## src/design/jsu_pkg.sv

```systemverilog
// Shared types, codes and UTF-8 helpers for the JSON string unescape block.
package jsu_pkg;

  localparam int unsigned MaxRes = 6;
  localparam int unsigned ResCntW = $clog2(MaxRes + 1);

  // Result status codes
  typedef enum logic [2:0] {
    ST_BYTE      = 3'd0,
    ST_DONE      = 3'd1,
    ST_EXP_QUOTE = 3'd2,
    ST_TRUNC_ESC = 3'd3,
    ST_TRUNC_UNI = 3'd4,
    ST_BAD_HEX   = 3'd5,
    ST_BAD_ESC   = 3'd6,
    ST_UNTERM    = 3'd7
  } status_e;

  // Decoder modes, one-hot
  typedef enum logic [8:0] {
    M_IDLE     = 9'b000000001,
    M_STR      = 9'b000000010,
    M_ESC      = 9'b000000100,
    M_UHEX     = 9'b000001000,
    M_UHEX_BAD = 9'b000010000,
    M_HI_BS    = 9'b000100000,
    M_HI_U     = 9'b001000000,
    M_LHEX     = 9'b010000000,
    M_LHEX_BAD = 9'b100000000
  } mode_e;

  localparam logic [7:0] ChQuote = 8'h22;
  localparam logic [7:0] ChBslash = 8'h5C;
  localparam logic [7:0] ChSlash = 8'h2F;
  localparam logic [7:0] ChLowB = 8'h62;
  localparam logic [7:0] ChLowF = 8'h66;
  localparam logic [7:0] ChLowN = 8'h6E;
  localparam logic [7:0] ChLowR = 8'h72;
  localparam logic [7:0] ChLowT = 8'h74;
  localparam logic [7:0] ChLowU = 8'h75;

  typedef struct packed {
    logic [7:0] data;
    status_e    status;
  } ent_t;

  // Up to four entries, entry 0 first
  typedef struct packed {
    ent_t [3:0]  ent;
    logic [2:0]  n;
  } seq_t;

  // Full result list of one item, entry 0 first
  typedef struct packed {
    ent_t [MaxRes-1:0] ent;
    logic [ResCntW-1:0] n;
  } res_t;

  function automatic seq_t byte_seq(logic [7:0] b);
    seq_t s;
    s = '0;
    s.ent[0].data = b;
    s.ent[0].status = ST_BYTE;
    s.n = 3'd1;
    return s;
  endfunction

  function automatic seq_t status_seq(status_e st);
    seq_t s;
    s = '0;
    s.ent[0].status = st;
    s.n = 3'd1;
    return s;
  endfunction

  function automatic seq_t utf8_seq(logic [20:0] cp);
    seq_t s;
    s = '0;
    if (cp < 21'h80) begin
      s.ent[0].data = cp[7:0];
      s.n = 3'd1;
    end else if (cp < 21'h800) begin
      s.ent[0].data = {3'b110, cp[10:6]};
      s.ent[1].data = {2'b10, cp[5:0]};
      s.n = 3'd2;
    end else if (cp < 21'h10000) begin
      s.ent[0].data = {4'b1110, cp[15:12]};
      s.ent[1].data = {2'b10, cp[11:6]};
      s.ent[2].data = {2'b10, cp[5:0]};
      s.n = 3'd3;
    end else begin
      s.ent[0].data = {5'b11110, cp[20:18]};
      s.ent[1].data = {2'b10, cp[17:12]};
      s.ent[2].data = {2'b10, cp[11:6]};
      s.ent[3].data = {2'b10, cp[5:0]};
      s.n = 3'd4;
    end
    return s;
  endfunction

  // Returns {valid, nibble}; nibble is zero for a non-hex byte
  function automatic logic [4:0] hex_nib(logic [7:0] c);
    logic [4:0] r;
    r = '0;
    if (c inside {[8'h30:8'h39]}) r = {1'b1, c[3:0]};
    else if (c inside {[8'h61:8'h66], [8'h41:8'h46]}) r = {1'b1, c[3:0] + 4'd9};
    return r;
  endfunction

endpackage

```

## src/design/jsu_decode.sv

```systemverilog
// Decode state and per-item result list for the JSON string unescape block.
module jsu_decode import jsu_pkg::*; (
  input  logic       clk_i,
  input  logic       rst_ni,
  input  logic       en_i,
  input  logic [7:0] byte_i,
  input  logic       eot_i,
  output res_t       res_o
);

  typedef struct packed {
    mode_e mode;
    seq_t  seq;
  } step_t;

  mode_e       mode_q, mode_d;
  logic [1:0]  hex_cnt_q, hex_cnt_d;
  logic [15:0] code_q, code_d;
  logic [15:0] held_q, held_d;
  logic [15:0] low_q, low_d;

  logic        pre;
  seq_t        tail;
  seq_t        held_seq;
  step_t       st;
  logic [4:0]  hx;
  logic        bad;
  logic [15:0] code_sh, low_sh;

  function automatic step_t str_step(logic [7:0] c);
    step_t s;
    s = '0;
    if (c == ChQuote) begin
      s.mode = M_IDLE;
      s.seq = status_seq(ST_DONE);
    end else if (c == ChBslash) begin
      s.mode = M_ESC;
    end else begin
      s.mode = M_STR;
      s.seq = byte_seq(c);
    end
    return s;
  endfunction

  function automatic step_t esc_step(logic [7:0] c);
    step_t s;
    s = '0;
    s.mode = M_STR;
    case (c)
      ChQuote, ChBslash, ChSlash: s.seq = byte_seq(c);
      ChLowB: s.seq = byte_seq(8'h08);
      ChLowF: s.seq = byte_seq(8'h0C);
      ChLowN: s.seq = byte_seq(8'h0A);
      ChLowR: s.seq = byte_seq(8'h0D);
      ChLowT: s.seq = byte_seq(8'h09);
      ChLowU: s.mode = M_UHEX;
      default: begin
        s.mode = M_IDLE;
        s.seq = status_seq(ST_BAD_ESC);
      end
    endcase
    return s;
  endfunction

  assign hx       = hex_nib(byte_i);
  assign code_sh  = {code_q[11:0], hx[3:0]};
  assign low_sh   = {low_q[11:0], hx[3:0]};
  assign held_seq = utf8_seq({5'd0, held_q});

  always_comb begin
    mode_d    = mode_q;
    hex_cnt_d = hex_cnt_q;
    code_d    = code_q;
    held_d    = held_q;
    low_d     = low_q;
    pre       = 1'b0;
    tail      = '0;
    st        = '0;
    bad       = 1'b0;
    case (mode_q)
      M_IDLE: begin
        if (!eot_i && byte_i == ChQuote) mode_d = M_STR;
        else tail = status_seq(ST_EXP_QUOTE);
      end
      M_STR: begin
        if (eot_i) begin
          tail = status_seq(ST_UNTERM);
          mode_d = M_IDLE;
        end else begin
          st = str_step(byte_i);
          mode_d = st.mode;
          tail = st.seq;
        end
      end
      M_ESC: begin
        if (eot_i) begin
          tail = status_seq(ST_TRUNC_ESC);
          mode_d = M_IDLE;
        end else begin
          st = esc_step(byte_i);
          mode_d = st.mode;
          tail = st.seq;
          if (byte_i == ChLowU) begin
            hex_cnt_d = '0;
            code_d = '0;
          end
        end
      end
      M_UHEX, M_UHEX_BAD: begin
        if (eot_i) begin
          tail = status_seq(ST_TRUNC_UNI);
          mode_d = M_IDLE;
        end else begin
          bad = (mode_q == M_UHEX_BAD) || !hx[4];
          code_d = code_sh;
          if (hex_cnt_q != 2'd3) begin
            hex_cnt_d = hex_cnt_q + 2'd1;
            mode_d = bad ? M_UHEX_BAD : M_UHEX;
          end else begin
            hex_cnt_d = '0;
            if (bad) begin
              tail = status_seq(ST_BAD_HEX);
              mode_d = M_IDLE;
            end else if (code_sh inside {[16'hD800:16'hDBFF]}) begin
              held_d = code_sh;
              mode_d = M_HI_BS;
            end else begin
              tail = utf8_seq({5'd0, code_sh});
              mode_d = M_STR;
            end
          end
        end
      end
      M_HI_BS: begin
        if (eot_i) begin
          pre = 1'b1;
          tail = status_seq(ST_UNTERM);
          mode_d = M_IDLE;
        end else if (byte_i == ChBslash) begin
          mode_d = M_HI_U;
        end else begin
          // flush the held surrogate, then treat the byte as plain text
          pre = 1'b1;
          st = str_step(byte_i);
          mode_d = st.mode;
          tail = st.seq;
        end
      end
      M_HI_U: begin
        if (eot_i) begin
          pre = 1'b1;
          tail = status_seq(ST_TRUNC_ESC);
          mode_d = M_IDLE;
        end else if (byte_i == ChLowU) begin
          mode_d = M_LHEX;
          hex_cnt_d = '0;
          low_d = '0;
        end else begin
          pre = 1'b1;
          st = esc_step(byte_i);
          mode_d = st.mode;
          tail = st.seq;
        end
      end
      M_LHEX, M_LHEX_BAD: begin
        if (eot_i) begin
          pre = 1'b1;
          tail = status_seq(ST_TRUNC_UNI);
          mode_d = M_IDLE;
        end else begin
          bad = (mode_q == M_LHEX_BAD) || !hx[4];
          low_d = low_sh;
          if (hex_cnt_q != 2'd3) begin
            hex_cnt_d = hex_cnt_q + 2'd1;
            mode_d = bad ? M_LHEX_BAD : M_LHEX;
          end else begin
            hex_cnt_d = '0;
            if (!bad && (low_sh inside {[16'hDC00:16'hDFFF]})) begin
              // join the pair into one supplementary code point
              tail = utf8_seq(21'h10000 + {1'b0, held_q[9:0], low_sh[9:0]});
              mode_d = M_STR;
            end else if (bad) begin
              pre = 1'b1;
              tail = status_seq(ST_BAD_HEX);
              mode_d = M_IDLE;
            end else if (low_sh inside {[16'hD800:16'hDBFF]}) begin
              pre = 1'b1;
              held_d = low_sh;
              mode_d = M_HI_BS;
            end else begin
              pre = 1'b1;
              tail = utf8_seq({5'd0, low_sh});
              mode_d = M_STR;
            end
          end
        end
      end
      default: mode_d = M_IDLE;
    endcase
  end

  // Merge the held-surrogate bytes ahead of the tail
  always_comb begin
    res_o = '0;
    if (pre) begin
      res_o.ent[2:0] = held_seq.ent[2:0];
      res_o.ent[5:3] = tail.ent[2:0];
      res_o.n = ResCntW'(tail.n) + ResCntW'(3);
    end else begin
      res_o.ent[3:0] = tail.ent;
      res_o.n = ResCntW'(tail.n);
    end
  end

  always_ff @(posedge clk_i or negedge rst_ni) begin
    if (!rst_ni) begin
      mode_q    <= M_IDLE;
      hex_cnt_q <= '0;
      code_q    <= '0;
      held_q    <= '0;
      low_q     <= '0;
    end else if (en_i) begin
      mode_q    <= mode_d;
      hex_cnt_q <= hex_cnt_d;
      code_q    <= code_d;
      held_q    <= held_d;
      low_q     <= low_d;
    end
  end

endmodule

```

## src/design/json_string_unescape_utf8.sv

```systemverilog
// Top level of the JSON string unescape to UTF-8 decoder.
//
//   channel | direction | payload                              | handshake
//   in      | sink      | in_byte_i, end_of_text_i             | in_valid_i / in_ready_o
//   out     | source    | out_byte_o, out_status_o, out_last_o | out_valid_o / out_ready_i
//
// An accepted item sits in the input register, is decoded combinationally and
// its whole result list (0 to 6 entries) is loaded into the result buffer.
// Results leave one per cycle while out_ready_i is high, and an item holds the
// decoder until its last result leaves, so plain bytes stream at one item per cycle.
// The input register takes a new item while the buffer still drains.
// Reset returns the decoder to idle and empties both registers.
module json_string_unescape_utf8 import jsu_pkg::*; (
  input  logic       clk_i,
  input  logic       rst_ni,
  input  logic       in_valid_i,
  output logic       in_ready_o,
  input  logic [7:0] in_byte_i,
  input  logic       end_of_text_i,
  output logic       out_valid_o,
  input  logic       out_ready_i,
  output logic [7:0] out_byte_o,
  output logic [2:0] out_status_o,
  output logic       out_last_o
);

  logic               in_full_q;
  logic [7:0]         in_byte_q;
  logic               in_eot_q;
  logic               dec_fire;
  logic               rbuf_free;
  logic               out_xfer;
  res_t               res;
  ent_t [MaxRes-1:0]  rbuf_q, rbuf_d;
  logic [ResCntW-1:0] cnt_q, cnt_d;

  assign out_xfer   = out_valid_o && out_ready_i;
  assign rbuf_free  = (cnt_q == '0) || ((cnt_q == ResCntW'(1)) && out_ready_i);
  assign dec_fire   = in_full_q && rbuf_free;
  assign in_ready_o = !in_full_q || dec_fire;

  jsu_decode u_decode (
    .clk_i  (clk_i),
    .rst_ni (rst_ni),
    .en_i   (dec_fire),
    .byte_i (in_byte_q),
    .eot_i  (in_eot_q),
    .res_o  (res)
  );

  always_ff @(posedge clk_i or negedge rst_ni) begin
    if (!rst_ni) begin
      in_full_q <= 1'b0;
    end else if (in_valid_i && in_ready_o) begin
      in_full_q <= 1'b1;
    end else if (dec_fire) begin
      in_full_q <= 1'b0;
    end
  end

  always_ff @(posedge clk_i) begin
    if (in_valid_i && in_ready_o) begin
      in_byte_q <= in_byte_i;
      in_eot_q  <= end_of_text_i;
    end
  end

  // Load a fresh result list, or advance the buffer on each transfer
  always_comb begin
    rbuf_d = rbuf_q;
    cnt_d  = cnt_q;
    if (dec_fire) begin
      rbuf_d = res.ent;
      cnt_d  = res.n;
    end else if (out_xfer) begin
      for (int i = 0; i < MaxRes - 1; i++) rbuf_d[i] = rbuf_q[i+1];
      rbuf_d[MaxRes-1] = '0;
      cnt_d = cnt_q - ResCntW'(1);
    end
  end

  always_ff @(posedge clk_i or negedge rst_ni) begin
    if (!rst_ni) cnt_q <= '0;
    else cnt_q <= cnt_d;
  end

  always_ff @(posedge clk_i) begin
    rbuf_q <= rbuf_d;
  end

  assign out_valid_o  = (cnt_q != '0);
  assign out_byte_o   = rbuf_q[0].data;
  assign out_status_o = rbuf_q[0].status;
  assign out_last_o   = (cnt_q == ResCntW'(1));

endmodule

```

## config.mk

```make
export PLATFORM = sky130hd
export DESIGN_NAME = json_string_unescape_utf8
export DESIGN_NICKNAME = d
export VERILOG_FILES = /design/src/design/jsu_pkg.sv /design/src/design/jsu_decode.sv /design/src/design/json_string_unescape_utf8.sv
export SDC_FILE = /design/constraint.sdc
export NUM_CORES = 1
export LEC_CHECK = 0
export BUFFER_PORTS_ARGS = -buffer_cell sky130_fd_sc_hd__buf_2
export CELL_PAD_IN_SITES_DETAIL_PLACEMENT = 0
export CELL_PAD_IN_SITES_GLOBAL_PLACEMENT = 1
export CORE_MARGIN = 1
export CORE_UTILIZATION = 44
export CTS_CLUSTER_DIAMETER = 100
export DETAILED_ROUTE_END_ITERATION = 16
export PLACE_DENSITY_LB_ADDON = 0.1
export SLEW_MARGIN = 20
export SYNTH_ARGS = -nofsm -noshare
export SYNTH_HDL_FRONTEND = slang
export SYNTH_SLANG_ARGS = --single-unit
```

## constraint.sdc

```tcl
create_clock -name clk_i -period 3.2 [get_ports clk_i]
set_clock_uncertainty 0.1 [all_clocks]
set_input_delay 0.16 -clock clk_i [delete_from_list [all_inputs] [get_ports clk_i]]
set_output_delay 0.16 -clock clk_i [all_outputs]
set_load 0.01 [all_outputs]
```

Word-level counts from Yosys, hierarchy flattened
Cells that the tools add are included.
- register bits after elaboration: 130
- latch bits: 0
- memory bits (writable): 0
- memory bits (read-only): 0
- input bits: 13
- output and inout bits: 14
- word-level logic and storage cells: 244
- memories: 0
- add/sub/neg operators: 5
- multipliers: 0
- div/mod/pow operators: 0
- $lt $le $gt $ge: 21
- equal/unequal tests: 37
- shift operators: 0
- mux-type cells: 120
- bitwise operators: 0
- reductions and logical operators: 40
- operators with widths (cell ; number):
    47-bit two-way mux ; 14
    47-bit case mux with 7 select lines ; 1
    8-bit two-way mux ; 21
    16-bit two-way mux ; 9
    9-bit two-way mux ; 15
    66-bit two-way mux ; 2
    14-bit case mux with 7 select lines ; 1
    14-bit case mux with 6 select lines ; 1
    36-bit two-way mux ; 2
    9-bit case mux with 7 select lines ; 1
    6-bit two-way mux ; 10
    8-bit by 7-bit == test with 1-bit output (second input constant) ; 7
    56-bit two-way mux ; 1
    49-bit two-way mux ; 1
    16-bit >= comparator (second input constant) ; 3
    16-bit less-or-equal comparator (second input constant) ; 3
    16-bit by 12-bit less-than comparator with 1-bit output (second input constant) ; 3
    16-bit by 8-bit less-than comparator with 1-bit output (second input constant) ; 3
    12-bit two-way mux ; 4
    12-bit case mux with 2 select lines ; 2
    16-bit case mux with 2 select lines ; 1
    5-bit two-way mux ; 5
    3-bit two-way mux ; 8
    2-bit inequality test (second input constant) ; 12
    44 further kinds ; 93

Depth between registers and ports, before layout
- word-level depth: 17
- depth in mapped cells: 13
- depth with buffers taken out: 11

Cells and area by module
A second synthesis with hierarchy kept.
- cells, all modules: 870
- area total of the unflattened synthesis: 8570.7 sq um
- by module, submodules not included (module ; times used ; cells an instance ; area each (sq um) ; sequential area each (sq um)):
    jsu_decode ; 1 ; 677 ; 5117.4 ; 1277.5
    json_string_unescape_utf8 ; 1 ; 193 ; 3453.3 ; 2352.3

Worst setup path before layout
No wires, ideal clock.
- path type: reg-to-reg
- start point: register in_byte_q[3]
- end point: register cnt_q[2]
- library setup time: 126 ps
- arrival: 2990 ps
- required time: 2974 ps
- path slack: -16 ps
- stages on the path, launching flop included: 12
- path buffers: 2
- period minus slack after synthesis: 3216 ps
- path through: edfxtp_1 buf_6 or4b_4 or2_4 o21a_1 buf_6 nor3_1 o21ai_0 a32oi_1 ha_1 o21ai_0 a221o_1
- longest elaborated chain between the ends: 17
- elaborated cells between the ends (all ways): 84
- classes of those cells: 3 x add/sub; 19 x order compare; 9 x eq/ne; 39 x mux; 14 x reduce/logical
- RTL lines (what ; RTL line ; text):
    from (decl) ; json_string_unescape_utf8.sv:28 ; logic [7:0] in_byte_q;
    from (signal assigned) ; json_string_unescape_utf8.sv:63 ; in_byte_q <= in_byte_i;
    8-bit by 7-bit >= comparator with 1-bit output or 8-bit by 7-bit less-or-equal comparator with 1-bit output (tied branches) ; jsu_pkg.sv:106 ; else if (c inside {[8'h61:8'h66], [8'h41:8'h46]}) r = {1'b1, c[3:0] + 4'd9};
    1-bit logical AND ; jsu_pkg.sv:106 ;
    2-bit nonzero test ; jsu_pkg.sv:106 ;
    5-bit two-way mux ; jsu_pkg.sv:106 ;
    5-bit two-way mux ; jsu_pkg.sv:105 ; if (c inside {[8'h30:8'h39]}) r = {1'b1, c[3:0]};
    17-bit by 20-bit adder with 21-bit output or 16-bit by 12-bit less-than comparator with 1-bit output (tied branches) ; jsu_decode.sv:180, jsu_pkg.sv:82 ;
    21-bit by 17-bit less-than comparator with 1-bit output or 1-bit two-way mux (tied branches) ; jsu_pkg.sv:86, jsu_pkg.sv:82 ;
    3-bit two-way mux (on tied branches) ; jsu_pkg.sv:86, jsu_pkg.sv:79 ;
    3-bit two-way mux or 36-bit two-way mux (tied branches) ; jsu_pkg.sv:82, jsu_decode.sv:186 ;
    3-bit two-way mux or 47-bit two-way mux (tied branches) ; jsu_pkg.sv:79, jsu_decode.sv:182 ;
    47-bit two-way mux ; jsu_decode.sv:178 ; if (!bad && (low_sh inside {[16'hDC00:16'hDFFF]})) begin
    47-bit two-way mux ; jsu_decode.sv:173 ; if (hex_cnt_q != 2'd3) begin
    47-bit two-way mux ; jsu_decode.sv:166 ; if (eot_i) begin
    47-bit case mux with 7 select lines ; jsu_decode.sv:80 ; case (mode_q)
    3-bit by 2-bit adder with 3-bit output ; jsu_decode.sv:208 ; res_o.n = ResCntW'(tail.n) + ResCntW'(3);
    47-bit two-way mux (*) ; jsu_decode.sv:205 ; if (pre) begin
    3-bit two-way mux (*) ; json_string_unescape_utf8.sv:72 ; if (dec_fire) begin
    to (signal assigned) ; json_string_unescape_utf8.sv:84 ; else cnt_q <= cnt_d;
    to (decl) ; json_string_unescape_utf8.sv:35 ; logic [ResCntW-1:0] cnt_q, cnt_d;
Mark *: on every way between the ends. The rest lies on a longest branch, timed or not.
A chain may end at the register's enable or synchronous reset.

==> impl_metrics.json <==
{
  "synthAdderAreaFrac_pct": 1.53,
  "grt_pass1_wl_um": 46900,
  "relSlewSlack_pct": 34.5,
  "final_area_um2": 10200,
  "cp.arrival_ns": 3.37,
  "portBuffers": 26,
  "clockBufferDepth": 2,
  "cp_max_fo": 12,
  "ys_warn_count": 0,
  "failed_checks": "design-rule violations",
  "drive_gt1_share_pct": 23.9,
  "r2r-start": "u_decode.mode_q[7]",
  "dpl_cell_area_um2": 9350,
  "core_area_um2": 18100,
  "cp_cell_sequence": "nor4_1 > buf_4 > nand4b_1 > or4_1 > a2111oi_0 > a211oi_1 > nand3_1 > o221a_2",
  "synth_fp_nets": 932,
  "end_kind": "flip-flop",
  "io_pins": 27,
  "status": "finished, violations left",
  "slowest_stage": "or4_1",
  "vdd_drop_max_uv": 399,
  "synth.area.mux_share_pct": 2.20,
  "r2r_setup_slack_ns": 0.04,
  "ys.flop_type": "edfxtp_1",
  "drtPass1Iterations": 12,
  "ys_seq_elements": 122,
  "clkLatencyLatePin_ns": 0.44,
  "clock-sinks": 122,
  "cts_buffers": 17,
  "worstMarginPinSlew_ns": 0.983,
  "synth-xor-area-share_pct": 0.321,
  "antenna_found_initial": 0,
  "tritoncts": "built",
  "drtIter0Drc": 1009,
  "hold_path_class": "primary input to asynchronous set/reset pin",
  "cap_violations": 0,
  "finalWeightedCongestion": 1.01,
  "synth_seq_area_share_pct": 41.4,
  "rows": 49,
  "power.density_nw_per_um2": 633,
  "setup_viol": 0,
  "initial_utilization_pct": 45.3,
  "cts.clk_slew.worst_paths_ns": 0.07,
  "slew_viol_final": 0,
  "root_buffer": "clkbuf_16",
  "track_usage_pct": 32.9,
  "multiInputGateArea_um2": 4450,
  "finalHoldViolCount": 0,
  "via_per_inst": 6.55,
  "start_kind": "flip-flop",
  "max_stage_delay_ns": 0.69,
  "grt-ovfl-total": 0,
  "wl_per_cell_um": 24.4,
  "critical_path_class": "flip-flop to flip-flop",
  "whs_ns": 0.274,
  "synth_cell_types": 85,
  "worstRegToRegCells": 8,
  "grt_max_degree": 73,
  "die_h_um": 138,
  "syn2layout_area_growth_pct": 23.9,
  "first_global_vias": 7862,
  "antenna_left": 0,
  "fin_util_pct": 56.1,
  "p_total_mw": 6.43,
  "drcViolationCount": 8,
  "dpl.hpwl_um": 23400,
  "synth-compound-area-share_pct": 23.8,
  "vias": 8347,
  "postSynthAreaPerCell_um2": 9.01,
  "dieArea_um2": 19200,
  "period_share_pct": 98.9,
  "r2r_end": "out_byte_o[2]",
  "netlist_area_um2": 8190,
  "seq_area_um2": 3390,
  "critPathRequiredTime_ns": 3.40,
  "die_w_um": 138,
  "final_net_count": 1055,
  "fmax_ghz": 0.316,
  "drt-total-wl_um": 31100,
  "synth-simple-area-share_pct": 25.2,
  "cts_max_level": 4,
  "synth_top_family_by_area": "simple AND/OR/NAND/NOR gates",
  "synth_edf_count": 67,
  "synthCells": 909,
  "n_fill_cell": 1619,
  "antenna_cells": 0,
  "p_leak_nw": 4.13,
  "fin_crit_ns": 3.16,
  "synthArstFlopShare_pct": 45.1
}
critical path, delay by kind of cell (launching register included):
| kind | cells | cell delay, ns |
|---|---|---|
| buffers and inverters | 1 | 0.23 |
| AO/OA/AOI/OAI | 3 | 0.84 |
| flip-flops | 1 | 0.47 |
| AND/OR/NAND/NOR | 4 | 1.40 |
worst max path at each step:
stage	from	to	slack [ns]	cells after the start
after CTS	in_byte_q[3]	cnt_q[1]	0.02	9
final	u_decode.mode_q[7]	out_byte_o[2]	0.04	8
after floorplan	in_byte_q[0]	cnt_q[1]	0.11	9
after global routing	in_byte_q[0]	cnt_q[1]	-0.02	12
after detailed placement	in_byte_q[0]	cnt_q[2]	-0.05	13
after global placement	in_byte_q[3]	rbuf_q[32]	-0.001	9
cell families after synthesis:
group	Yosys count
DFF	122
buffers and inverters	100
and+or+nand+nor	386
AOI/OAI and AO/OA	272
adders and majority gates	10
muxes	16
xor gates and xnor gates	3
sequential cells by signal (all words and copies together), names as in the netlist:
| signal | count |
|---|---|
| cnt_q | 3 |
| in_byte_q | 8 |
| in_eot_q | 1 |
| in_full_q | 1 |
| out_byte_o | 8 |
| out_status_o | 3 |
| rbuf_q | 47 |
| u_decode.code_q | 12 |
| u_decode.held_q | 16 |
| u_decode.hex_cnt_q | 2 |
| u_decode.low_q | 12 |
| u_decode.mode_q | 9 |
cells in the final DEF, fill, tap and decap left out, types with 17 or more instances in the layout:
| master | Yosys | final |
|---|---|---|
| a21oi_1 | 33 | 33 |
| and2_1 | 17 | 17 |
| nand2_1 | 84 | 82 |
| edfxtp_1 | 67 | 67 |
| buf_2 | 5 | 26 |
| nand2b_1 | 21 | 21 |
| inv_1 | 24 | 24 |
| buf_4 | 11 | 139 |
| nor4_1 | 21 | 19 |
| nand3_1 | 33 | 33 |
| o21ai_0 | 60 | 56 |
| dfrtp_1 | 54 | 54 |
| clkbuf_16 | 0 | 17 |
| a22oi_1 | 21 | 21 |
| nor2_1 | 83 | 82 |
| nand4_1 | 19 | 19 |
| a22o_1 | 23 | 23 |
| nor3_1 | 35 | 31 |
Yosys cell counts (6+ instances only):
cell	n	area share, %
a211oi_1	10	0.92
a21o_1	7	0.64
a21oi_1	33	2.0
a221o_1	9	1.1
a221oi_1	7	0.75
a22o_1	23	2.5
a22oi_1	21	1.9
a2bb2oi_1	6	0.64
a32oi_1	8	0.86
and2_1	17	1.3
and3_1	10	0.76
buf_4	11	1.0
clkbuf_1	54	2.5
dfrtp_1	54	16
edfxtp_1	67	25
ha_1	10	1.5
inv_1	24	1.1
mux2_2	12	1.6
nand2_1	84	3.8
nand2b_1	21	1.6
nand3_1	33	2.0
nand3b_1	6	0.55
nand4_1	19	1.5
nor2_1	83	3.8
nor3_1	35	2.1
nor4_1	21	1.6
o211ai_1	7	0.64
o21ai_0	60	3.7
o22ai_1	8	0.61
o31ai_1	13	1.2
or3_1	8	0.61
or4_1	6	0.55
through the flow:
step | instances | setup TNS (ns) | setup WS [ns]
final | 1274 | 0 | 0.0350
after global routing | 1274 | -0.0235 | -0.0165
after CTS | 1272 | 0 | 0.0190
after detailed placement | 1228 | -0.0697 | -0.0454
after global placement | 1228 | -0.00120 | -0.00120
after floorplan | 909 | 0 | 0.109
report_power, final:
part           switching [mW]  total, mW  internal, mW
clock network           0.842       1.94          1.10
logic                    1.28       2.06         0.785
registers               0.190       2.43          2.24
layer usage:
layer	track usage, %	routed length (µm)	up-vias
met3	6.41	2480	72
met5	0	0	-
met2	51.3	14100	422
met1	45.1	13600	4103
met4	12.9	940	0
li1	-	-	3750
cell type report:
| cell class | instances | area share [%] |
|---|---|---|
| Clock buffer | 17 | 4.19 |
| Clock inverter | 15 | 1.54 |
| Inverter | 24 | 0.887 |
| Multi-Input combinational cell | 687 | 43.8 |
| Sequential cell | 122 | 33.4 |
| Tap cell | 229 | 2.82 |
| Timing Repair Buffer | 180 | 13.3 |
what timing repair did:
item                       in CTS  in global routing
hold endpoints to repair       43                  0
cloned                          0                  0
setup endpoints to repair       7                 25
setup buffers                   0                  2
hold buffers                   12                  0
resized for setup               5                 15
pin swaps                       0                  4
No activity file was read; power rests on OpenSTA's default activity.
